--- config.mk ---
export PLATFORM = sky130hd
export DESIGN_NAME = vrpq_cell
export DESIGN_NICKNAME = d
export VERILOG_FILES = /design/src/vrpq_pkg.sv /design/src/vrpq_cell.sv
export SDC_FILE = /design/constraint.sdc
export NUM_CORES = 1
export LEC_CHECK = 0
export BUFFER_PORTS_ARGS = -buffer_cell sky130_fd_sc_hd__clkbuf_2
export CAP_MARGIN = 15
export CORE_ASPECT_RATIO = 2
export CORE_UTILIZATION = 45
export DETAILED_ROUTE_END_ITERATION = 8
export PLACE_DENSITY = 0.73
export SYNTH_ARGS = -nofsm -noshare
export SYNTH_HDL_FRONTEND = slang
export SYNTH_SLANG_ARGS = --single-unit
--- constraint.sdc ---
create_clock -name clk -period 4.1 [get_ports clk]
set_input_delay 0 -clock clk [delete_from_list [all_inputs] [get_ports clk]]
set_output_delay 0 -clock clk [all_outputs]
set_load 0.02 [all_outputs]
--- src/vrpq_pkg.sv ---
`timescale 1ns / 1ps
`default_nettype none
// ----------------------------------------------------------------------------
// vrpq_pkg
// Shared types and constants of the vote-ranked priority queue.
// ----------------------------------------------------------------------------
package vrpq_pkg;

    localparam int CAPACITY = 32;
    localparam int IDX_W    = (CAPACITY > 1) ? $clog2(CAPACITY) : 1;
    localparam int CNT_W    = $clog2(CAPACITY + 1);

    typedef enum logic [1:0] {
        OP_ENQ  = 2'd0,
        OP_DEQ  = 2'd1,
        OP_UP   = 2'd2,
        OP_DOWN = 2'd3
    } op_t;

    typedef enum logic [1:0] {
        ST_OK       = 2'd0,
        ST_FULL     = 2'd1,
        ST_EMPTY    = 2'd2,
        ST_NOTFOUND = 2'd3
    } status_t;

    typedef enum logic [1:0] {
        S_IDLE,
        S_SCAN,
        S_OUT
    } state_t;

    // A candidate that travels down the cell chain.
    typedef struct packed {
        logic               found;
        logic [IDX_W-1:0]   idx;
        logic signed [16:0] score;
        logic [15:0]        age_dist;
        logic [15:0]        id;
        logic [15:0]        up;
        logic [15:0]        down;
    } cand_t;

    // Command broadcast from the controller to every cell.
    typedef struct packed {
        logic             wr_en;
        logic [IDX_W-1:0] wr_idx;
        logic             clr_en;
        logic             inc_up;
        logic             inc_down;
        logic             scan;
        logic             by_id;
        logic [15:0]      key_id;
        logic [15:0]      next_age;
        logic [15:0]      id;
        logic [15:0]      up;
        logic [15:0]      down;
    } cmd_t;

endpackage
`default_nettype wire

--- src/vrpq_cell.sv ---
`timescale 1ns / 1ps
`default_nettype none
// ----------------------------------------------------------------------------
// vrpq_cell
// One queue slot; compares itself against the incoming candidate and passes
// the winner to the next cell on each cycle of a scan.
// ----------------------------------------------------------------------------
module vrpq_cell
    import vrpq_pkg::*;
(
    input  wire logic             clk,
    input  wire logic             rst_n,
    input  wire logic [IDX_W-1:0] my_idx,
    input  wire cmd_t             cmd,
    input  wire logic             hit_sel,
    input  wire cand_t            cand_in,
    output cand_t                 cand_out,
    output logic                  free
);

    logic               valid_reg;
    logic [15:0]        id_reg;
    logic [15:0]        up_reg;
    logic [15:0]        down_reg;
    logic [15:0]        age_reg;
    logic [15:0]        age_dist;
    logic signed [16:0] score;
    logic               elig;
    logic               better;

    assign free     = ~valid_reg;
    assign age_dist = cmd.next_age - age_reg;
    assign score    = $signed({1'b0, up_reg}) - $signed({1'b0, down_reg});
    assign elig     = valid_reg && (!cmd.by_id || id_reg == cmd.key_id);

    always_comb
    begin
        better = 1'b0;
        if (elig)
        begin
            if (!cand_in.found)
                better = 1'b1;
            else if (cmd.by_id)
                better = age_dist > cand_in.age_dist;
            else
                better = (score > cand_in.score) ||
                         (score == cand_in.score && age_dist > cand_in.age_dist);
        end
    end

    always_ff @(posedge clk or negedge rst_n)
    begin
        if (!rst_n)
        begin
            cand_out <= '0;
        end
        else if (cmd.scan)
        begin
            if (better)
                cand_out <= '{found: 1'b1, idx: my_idx, score: score, age_dist: age_dist,
                              id: id_reg, up: up_reg, down: down_reg};
            else
                cand_out <= cand_in;
        end
    end

    always_ff @(posedge clk or negedge rst_n)
    begin
        if (!rst_n)
            valid_reg <= 1'b0;
        else if (cmd.wr_en && cmd.wr_idx == my_idx)
            valid_reg <= 1'b1;
        else if (cmd.clr_en && hit_sel)
            valid_reg <= 1'b0;
    end

    always_ff @(posedge clk)
    begin
        if (cmd.wr_en && cmd.wr_idx == my_idx)
        begin
            id_reg   <= cmd.id;
            up_reg   <= cmd.up;
            down_reg <= cmd.down;
            age_reg  <= cmd.next_age;
        end
        else if (hit_sel && cmd.inc_up && up_reg != 16'hFFFF)
            up_reg <= up_reg + 16'd1;
        else if (hit_sel && cmd.inc_down && down_reg != 16'hFFFF)
            down_reg <= down_reg + 16'd1;
    end

endmodule
`default_nettype wire

-- Word level (Yosys, flattened, before mapping)
Cells that the tools add are included.
- shifts and indexed selects: 0
- eq/ne operators: 6
- multiply operators: 0
- bitwise operators: 1
- mux-type cells: 11
- order comparisons: 2
- reductions and logical operators: 15
- $add $sub $neg: 4
- div/mod/pow operators: 0
- operators with widths (operator ; number):
    87-bit 2-to-1 mux ; 1
    16-bit 2-to-1 mux ; 5
    16-bit by 1-bit adder with 16-bit output, second input constant ; 2
    16-bit inequality test, second input constant ; 2
    17-bit == test ; 1
    17-bit greater-than comparator ; 1
    16-bit by 16-bit subtractor with 17-bit output ; 1
    16-bit == test ; 1
    16-bit greater-than comparator ; 1
    16-bit subtractor ; 1
    1-bit logical AND ; 8
    2-bit nonzero test ; 3
    5-bit == test ; 1
    1-bit 2-to-1 mux ; 5
    1-bit logical OR ; 2
    2-bit inequality test, second input constant ; 1
    2-bit AND reduction ; 1
    1-bit logical NOT ; 1
    1-bit NOT ; 1
- latch bits: 0
- output and inout port bits: 88
- bits of input ports: 186
- flip-flop bits (word level): 152
- logic and storage cells: 51
- memories kept: 0
- memory bits (writable): 0
- bits in read-only memories: 0

-- Depth between registers and ports, before layout
Gate-level depths: netlist of the first run.
- depth in word-level cells: 8
- gate-level depth with buffers: 19
- mapped depth without buffers: 17

-- Worst setup path after synthesis of the first run
Ideal clock, no wire load.
- path type: reg2reg
- start: register up_reg[0]
- end: register cand_out[48] (netlist name)
- stages on the path, launching flop included: 20
- setup slack: 0.118 ns
- library setup time: 0.082 ns
- path buffers: 2
- data required time: 4.018 ns
- data arrival time: 3.900 ns
- cells stage by stage: edfxtp_1 inv_1 ha_1 inv_1 fa_1 a211oi_1 o21ai_0 a21oi_1 o31ai_1 a31oi_1 ha_1 and4_4 a21oi_2 o21ai_1 or3_4 mux2_4 buf_6 buf_6 a21o_1 a31oi_1
- word-level cells in the longest chain between the ends: 8
- elaborated cells on any way between the ends: 9
- those cells by class: add/sub (1); order compare (1); eq/ne (1); mux (4); reduce/logical (2)
- RTL lines (item ; RTL line ; RTL):
    from (decl) ; vrpq_cell.sv:23 ; logic [15:0] up_reg;
    from (signal assigned) ; vrpq_cell.sv:82 ; up_reg <= cmd.up;
    from (signal assigned) ; vrpq_cell.sv:87 ; up_reg <= up_reg + 16'd1;
    16-bit by 16-bit subtractor with 17-bit output (*) ; vrpq_cell.sv:33 ; assign score = $signed({1'b0, up_reg}) - $signed({1'b0, down_reg});
    parallel branches: the longest is 2 deep, another holds 17-bit greater-than comparator ; - ;
    1-bit logical OR (*) ; vrpq_cell.sv:46 ; better = (score > cand_in.score) ||
    1-bit 2-to-1 mux (*) ; vrpq_cell.sv:43 ; else if (cmd.by_id)
    1-bit 2-to-1 mux (*) ; vrpq_cell.sv:41 ; if (!cand_in.found)
    1-bit 2-to-1 mux (*) ; vrpq_cell.sv:39 ; if (elig)
    87-bit 2-to-1 mux (*) ; vrpq_cell.sv:59 ; if (better)
    to (signal assigned) ; vrpq_cell.sv:60 ; cand_out <= '{found: 1'b1, idx: my_idx, score: score, age_dist: age_dist,
    to (signal assigned) ; vrpq_cell.sv:63 ; cand_out <= cand_in;
    to (decl) ; vrpq_cell.sv:17 ; output cand_t cand_out,
Mark *: on every way between the ends.
A chain may end at the register's enable or synchronous reset.

-- Worst setup path after layout of the first run
- start: register down_reg[4]
- end: register cand_out[1] (netlist name)
- word-level cells in the longest chain between the ends: 8
- elaborated cells on any way between the ends: 9
- those cells by class: add/sub (1); order compare (1); eq/ne (1); mux (4); reduce/logical (2)
- RTL lines (item ; RTL line ; RTL):
    from (decl) ; vrpq_cell.sv:24 ; logic [15:0] down_reg;
    from (signal assigned) ; vrpq_cell.sv:83 ; down_reg <= cmd.down;
    from (signal assigned) ; vrpq_cell.sv:89 ; down_reg <= down_reg + 16'd1;
    16-bit by 16-bit subtractor with 17-bit output (*) ; vrpq_cell.sv:33 ;
    parallel branches: the longest is 2 deep, another holds 17-bit greater-than comparator ; - ;
    1-bit logical OR (*) ; vrpq_cell.sv:46 ;
    1-bit 2-to-1 mux (*) ; vrpq_cell.sv:43 ;
    1-bit 2-to-1 mux (*) ; vrpq_cell.sv:41 ;
    1-bit 2-to-1 mux (*) ; vrpq_cell.sv:39 ;
    87-bit 2-to-1 mux (*) ; vrpq_cell.sv:59 ;
Marked as above.

==> metrics.cfg, run 1 <==
[outcome]
outcome=finished with violations
violations=negative setup slack

[layout]
ff_latch_area_sq_um=4120
fin_util_pct=72.8
drive_gt1_share_pct=35.0
area_growth_pct=58.3
nets=1874
top_register=cand_out
largest_reg_flops=87
num-fill-cells=1457
multi_input_area_sq_um=5550

[clock_network]
worstSkewPairLatency_ns=0.45
clockRootBuffer=clkbuf_16
cts_buffers=17
clock_sinks=152
clkTransAtPathRegs_ns=0.06
cts_tree=done
htree_levels=4
clockBufferDepth=2

[yosys]
yosysUniqueCellTypes=61
netlist_area_sq_um=9710
synth-edff-count=64
syn_inst=1084
yosysTopAreaCell=dfrtp_1
ys.flop_type=dfrtp_1
synth_top_area_share_pct=22.7
yosys_warnings=0
synthArstFlopShare_pct=57.9
syn_nets=1338
syn_area_per_cell_sq_um=8.96
ys_seq_area_share_pct=42.5
ys_top_cells_by_count=106 x nor2_1, 106 x o21ai_0, 95 x nand3_1
synth_area_leaders=dfrtp_1 23%, edfxtp_1 20%, ha_1 8.5%
ys_seq_elements=152

[timing]
finClkSkew_ns=0.0106
slew_headroom_pct=30.2
period_share_pct=108
grt_setup_unrepaired=true
fmax_mhz=225
fin_setup_tns_ns=-13.75
setup-violations-final=87
finalHoldViolCount=0
setup_slack_ns=-0.346
fin_crit_ns=4.45
worstMarginPinSlew_ns=1.05
slew_violations=0

[power]
ir_drop_uv=308
p_per_area_nw_per_um2=312
internal_power_mw=3.24
p_sw_mw=1.55
seq_power_share_pct=37.5
share_comb_of_total_power_pct=29.7
leakagePower_nw=7.08
netSwitchingFraction_pct=32.3
pwr-share-clk_pct=32.8

[floorplan]
start_util_pct=46.0
die-area_sq_um=22200
fp-row-count=75
die_h_um=210
die_x_um=106
io_pins=274
core_sq_um=21100

[grt]
grt_pass1_wl_um=58000
first_global_vias=11600
antenna_found_initial=1
grtUsageTotal_pct=34.5
overflow=0
grt_max_degree=140

[placed_design]
gp_congestion=0.979
place_ws_ns=-0.405
hpwl_um=26300
port_buffers=273

[setup_path]
path_buf_inv=5
slowest_stage=or4_4
critical-path-top-delay-family=simple AND/OR/NAND/NOR gates
critPathKind=reg -> reg
worst_setup_path_start_kind=register
path_cells=inv_1 -> ha_1 -> or4_4 -> o21ai_2 -> a211o_1 -> buf_4 -> nand3_1 -> a21oi_2 -> xnor2_2 -> ha_1 -> nand4_1 -> buf_4 -> nor4_4 -> a31oi_1 -> o21ai_1 -> and4_4 -> buf_12 -> buf_8 -> o21ai_1 -> a31oi_1
cp_max_fo=6
arrival_ns=4.77
cp-end-kind=register
crit_required_ns=4.43
crit_path_max_incr_delay_ns=0.49

[drt]
ant_nets=0
drc_errors=0
drt_iter0_drc=747
via_per_inst=5.85
wl_per_cell_um=21.2
drtPass1Iterations=8
vias=11100
routed_wl_um=40400

[job]
maxCapViolCount=0

[min_path]
holdCritPathClass=in -> reg

-- layout make-up --
class	count	area share, %
antenna	1	0.0163
tap	269	2.19
clock inverter	8	0.366
clock buffer	24	3.34
timing repair buffer	580	29.1
sequential	152	26.8
multi-input combinational	785	36.1
inverter	84	2.07
-- worst min-delay path, cell delays in order --
cell and delay [ns]:
clkbuf_2 0.10, nand2_1 0.06, o32ai_1 0.07, a31o_2 0.21
-- through the flow --
stage	cells	power [mW]	hold slack, ns	cell area (sq um)
2_1_floorplan	1084	2.44	-0.296	9710
3_3_place_gp	1682	2.92	0.0626	12100
3_5_place_dp	1682	2.95	0.0700	12100
4_1_cts	1887	4.69	0.00377	14800
5_1_grt	1903	4.96	0.0494	15400
6_report	1903	4.79	0.0263	15400
-- layout by cell type (no fill, tap or decap), types with 24 or more instances in the layout --
master | synthesis | final
inv_1 | 84 | 81
o21ai_0 | 106 | 65
edfxtp_1 | 64 | 64
nor2_1 | 106 | 105
clkbuf_2 | 0 | 271
xor2_1 | 35 | 34
dlygate4sd3_1 | 0 | 158
dfrtp_1 | 88 | 88
nand2_1 | 68 | 65
clkbuf_16 | 0 | 24
nand3_2 | 0 | 30
nand3_1 | 95 | 65
ha_1 | 66 | 63
a31oi_1 | 84 | 80
xnor2_1 | 35 | 32
o21ai_2 | 0 | 34
buf_4 | 3 | 113
-- path summary, 6_finish.rpt --
path	from	end	slack [ns]	cells past startpoint
min	cand_in[63]	cand_out[63]$_DFFE_PN0P_	0.03	4
max	down_reg[4]$_DFFE_PP_	cand_out[1]$_DFFE_PN0P_	-0.35	20
max reg2reg	down_reg[4]$_DFFE_PP_	cand_out[1]$_DFFE_PN0P_	-0.35	20
max in group asynchronous	rst_n	cand_out[1]$_DFFE_PN0P_	2.87	3
min in group asynchronous	rst_n	cand_out[84]$_DFFE_PN0P_	0.12	2
min reg2reg	cand_out[65]$_DFFE_PN0P_	cand_out[65]$_DFFE_PN0P_	0.54	2
-- routing by layer --
layer / global-route usage [%] / share of wire, % / vias to the layer above
met2: 63.7 / 53 / 629
met3: 6.27 / 6.3 / 243
li1: - / - / 5012
met5: 0 / 0 / -
met4: 31.1 / 9.7 / 0
met1: 31.2 / 31 / 5258
-- cells by family after synthesis --
group	after synthesis	synth area share (%)
compound gates	308	19.3
fa+ha+maj	68	8.91
buf+inv	147	6.49
mux	5	0.631
simple gates	334	15.9
flops	152	42.5
xor+xnor	70	6.31
-- power groups by stage --
stage / clock (mW) / combinational (mW) / sequential, mW
6_report: 1.57 / 1.42 / 1.80
3_5_place_dp: 0 / 1.13 / 1.82
3_3_place_gp: 0 / 1.11 / 1.82
5_1_grt: 1.63 / 1.52 / 1.81
4_1_cts: 1.58 / 1.32 / 1.79
2_1_floorplan: 0 / 0.503 / 1.94
-- timing repair --
action	in CTS	in global routing
gates resized for setup	81	117
hold endpoints to repair	197	0
setup endpoints to repair	87	87
pin swaps	45	82
hold buffers	158	0
gates cloned	3	7
buffers inserted	12	11
No activity file was read; power rests on OpenSTA's default activity.
==> run 2: changes to the inputs <==
TNS_END_PERCENT = 50   (was default)
==> metrics.cfg, run 2 (synthesized netlist as in run 1, its figures left out) <==
[layout]
fin_util_pct=73.3
mostFrequentLayoutCells=271 x clkbuf_2, 158 x dlygate4sd3_1, 115 x buf_4
top_register=cand_out
layout.cells.non_filler=1914
area_growth_pct=59.3
drive_gt1_share_pct=34.9
largest_reg_flops=87
final_common_cell=clkbuf_2
nets=1883

[setup_path]
crit_required_ns=4.44
worst_setup_path_start_kind=register
cp-end-kind=register
startpoint=age_reg[1]$_DFFE_PP_
critPathKind=reg -> reg
r2r-start=age_reg[1]$_DFFE_PP_
arrival_ns=4.64
cp_max_fo=6

[floorplan]
core_sq_um=21100
fp-row-count=75
io_pins=274
start_util_pct=46.0
die-area_sq_um=22200
die_h_um=210
die_x_um=106

[grt]
grt_max_degree=140
first_global_vias=11700
overflow=0
grtUsageTotal_pct=34.7
grt_pass1_wl_um=58200
antenna_found_initial=3

[clock_network]
cts_tree=done
clockBufferDepth=2
htree_levels=4
clkTransAtPathRegs_ns=0.06
clockRootBuffer=clkbuf_16
clock_sinks=152
cts_buffers=17
worstSkewPairLatency_ns=0.45

[power]
netSwitchingFraction_pct=32.4
p_per_area_nw_per_um2=311
leakagePower_nw=7.13
seq_power_share_pct=37.3
total_power_mw=4.82
pwr-share-clk_pct=32.7
ir_drop_uv=299
p_sw_mw=1.56
internal_power_mw=3.26
share_comb_of_total_power_pct=30.0

[timing]
slew_violations=0
setup_slack_ns=-0.204
grt_setup_unrepaired=true
period_share_pct=105
finClkSkew_ns=0.0105
setup-violations-final=87
worstMarginPinSlew_ns=1.01
finalHoldViolCount=0
fmax_mhz=232
slew_headroom_pct=32.6
fin_crit_ns=4.30

[drt]
wl_met2_um=21700
drtPass1Iterations=6
routedLengthMet1_um=12900
drt_iter0_drc=835
routed_wl_um=41100
drc_errors=0
wl_per_cell_um=21.5
top_layer=met4
via_per_inst=5.87
ant_nets=0
vias=11200
dr_wl_met3_um=2430

[outcome]
violations=negative setup slack
outcome=finished with violations

[placed_design]
port_buffers=273
gp_congestion=0.979
hpwl_um=26300
dp.cells=1682

[min_path]
holdCritPathClass=in -> reg
min_from=cand_in[63]

[job]
maxCapViolCount=0

-- run 2: final timing paths --
path | to | slack (ns) | depth (start not counted)
worst max-delay path | cand_out[63]$_DFFE_PN0P_ | -0.20 | 17
worst min-delay path | cand_out[63]$_DFFE_PN0P_ | 0.02 | 4
worst max register to register | cand_out[63]$_DFFE_PN0P_ | -0.20 | 17
worst min register to register | cand_out[65]$_DFFE_PN0P_ | 0.54 | 2
max in group asynchronous | cand_out[1]$_DFFE_PN0P_ | 2.88 | 3
min in group asynchronous | cand_out[84]$_DFFE_PN0P_ | 0.12 | 2
-- run 2: final cells by class --
class,instances,area [sq um]
multi-input combinational,785,5530
sequential,152,4120
clock buffer,24,513
antenna,3,7.51
fill,1467,5640
inverter,84,318
tap,269,337
timing repair buffer,589,4590
clock inverter,8,56.3
-- run 2: power by group through the flow --
stage / logic (mW) / registers, mW / clock network [mW]
after floorplan: 0.503 / 1.94 / 0
after global placement: 1.11 / 1.82 / 0
after detailed placement: 1.13 / 1.82 / 0
after CTS: 1.32 / 1.79 / 1.58
after global routing: 1.54 / 1.81 / 1.63
final: 1.44 / 1.80 / 1.58
-- run 2: critical path: stages (launching register included) --
cell      delay, ns
edfxtp_1       0.37
inv_1          0.12
ha_1           0.24
nor2b_1        0.15
o31a_1         0.29
o221a_2        0.34
buf_4          0.14
o41ai_1        0.36
xnor2_1        0.21
ha_1           0.34
nand4_1        0.19
a2111o_1       0.34
o211ai_1       0.14
and4_4         0.35
buf_12         0.15
buf_12         0.11
o32ai_1        0.08
a31o_2         0.26
-- run 2: metrics by stage --
step	hold slack [ns]	area [sq um]	setup TNS (ns)	setup WS (ns)
after floorplan	-0.296	9710	0	0.118
after global placement	0.0626	12100	-16.45	-0.276
after detailed placement	0.0700	12100	-27.46	-0.405
after CTS	0.00377	14700	-5.25	-0.116
after global routing	0.0375	15500	-26.70	-0.387
final	0.0224	15500	-11.77	-0.204
-- run 2: metal layers --
metal,GRT usage (%),vias up
met2,64.3,675
met4,30.7,0
met1,31.3,5284
li1,-,5028
met3,6.61,253
met5,0,-
-- run 2: what timing repair did --
action / in CTS / in global routing
buffers inserted: 12 / 17
hold buffers: 158 / 0
resized for setup: 77 / 106
gates cloned: 3 / 8
setup endpoints to repair: 87 / 87
endpoints found under the hold margin: 197 / 0
pin swaps: 36 / 81
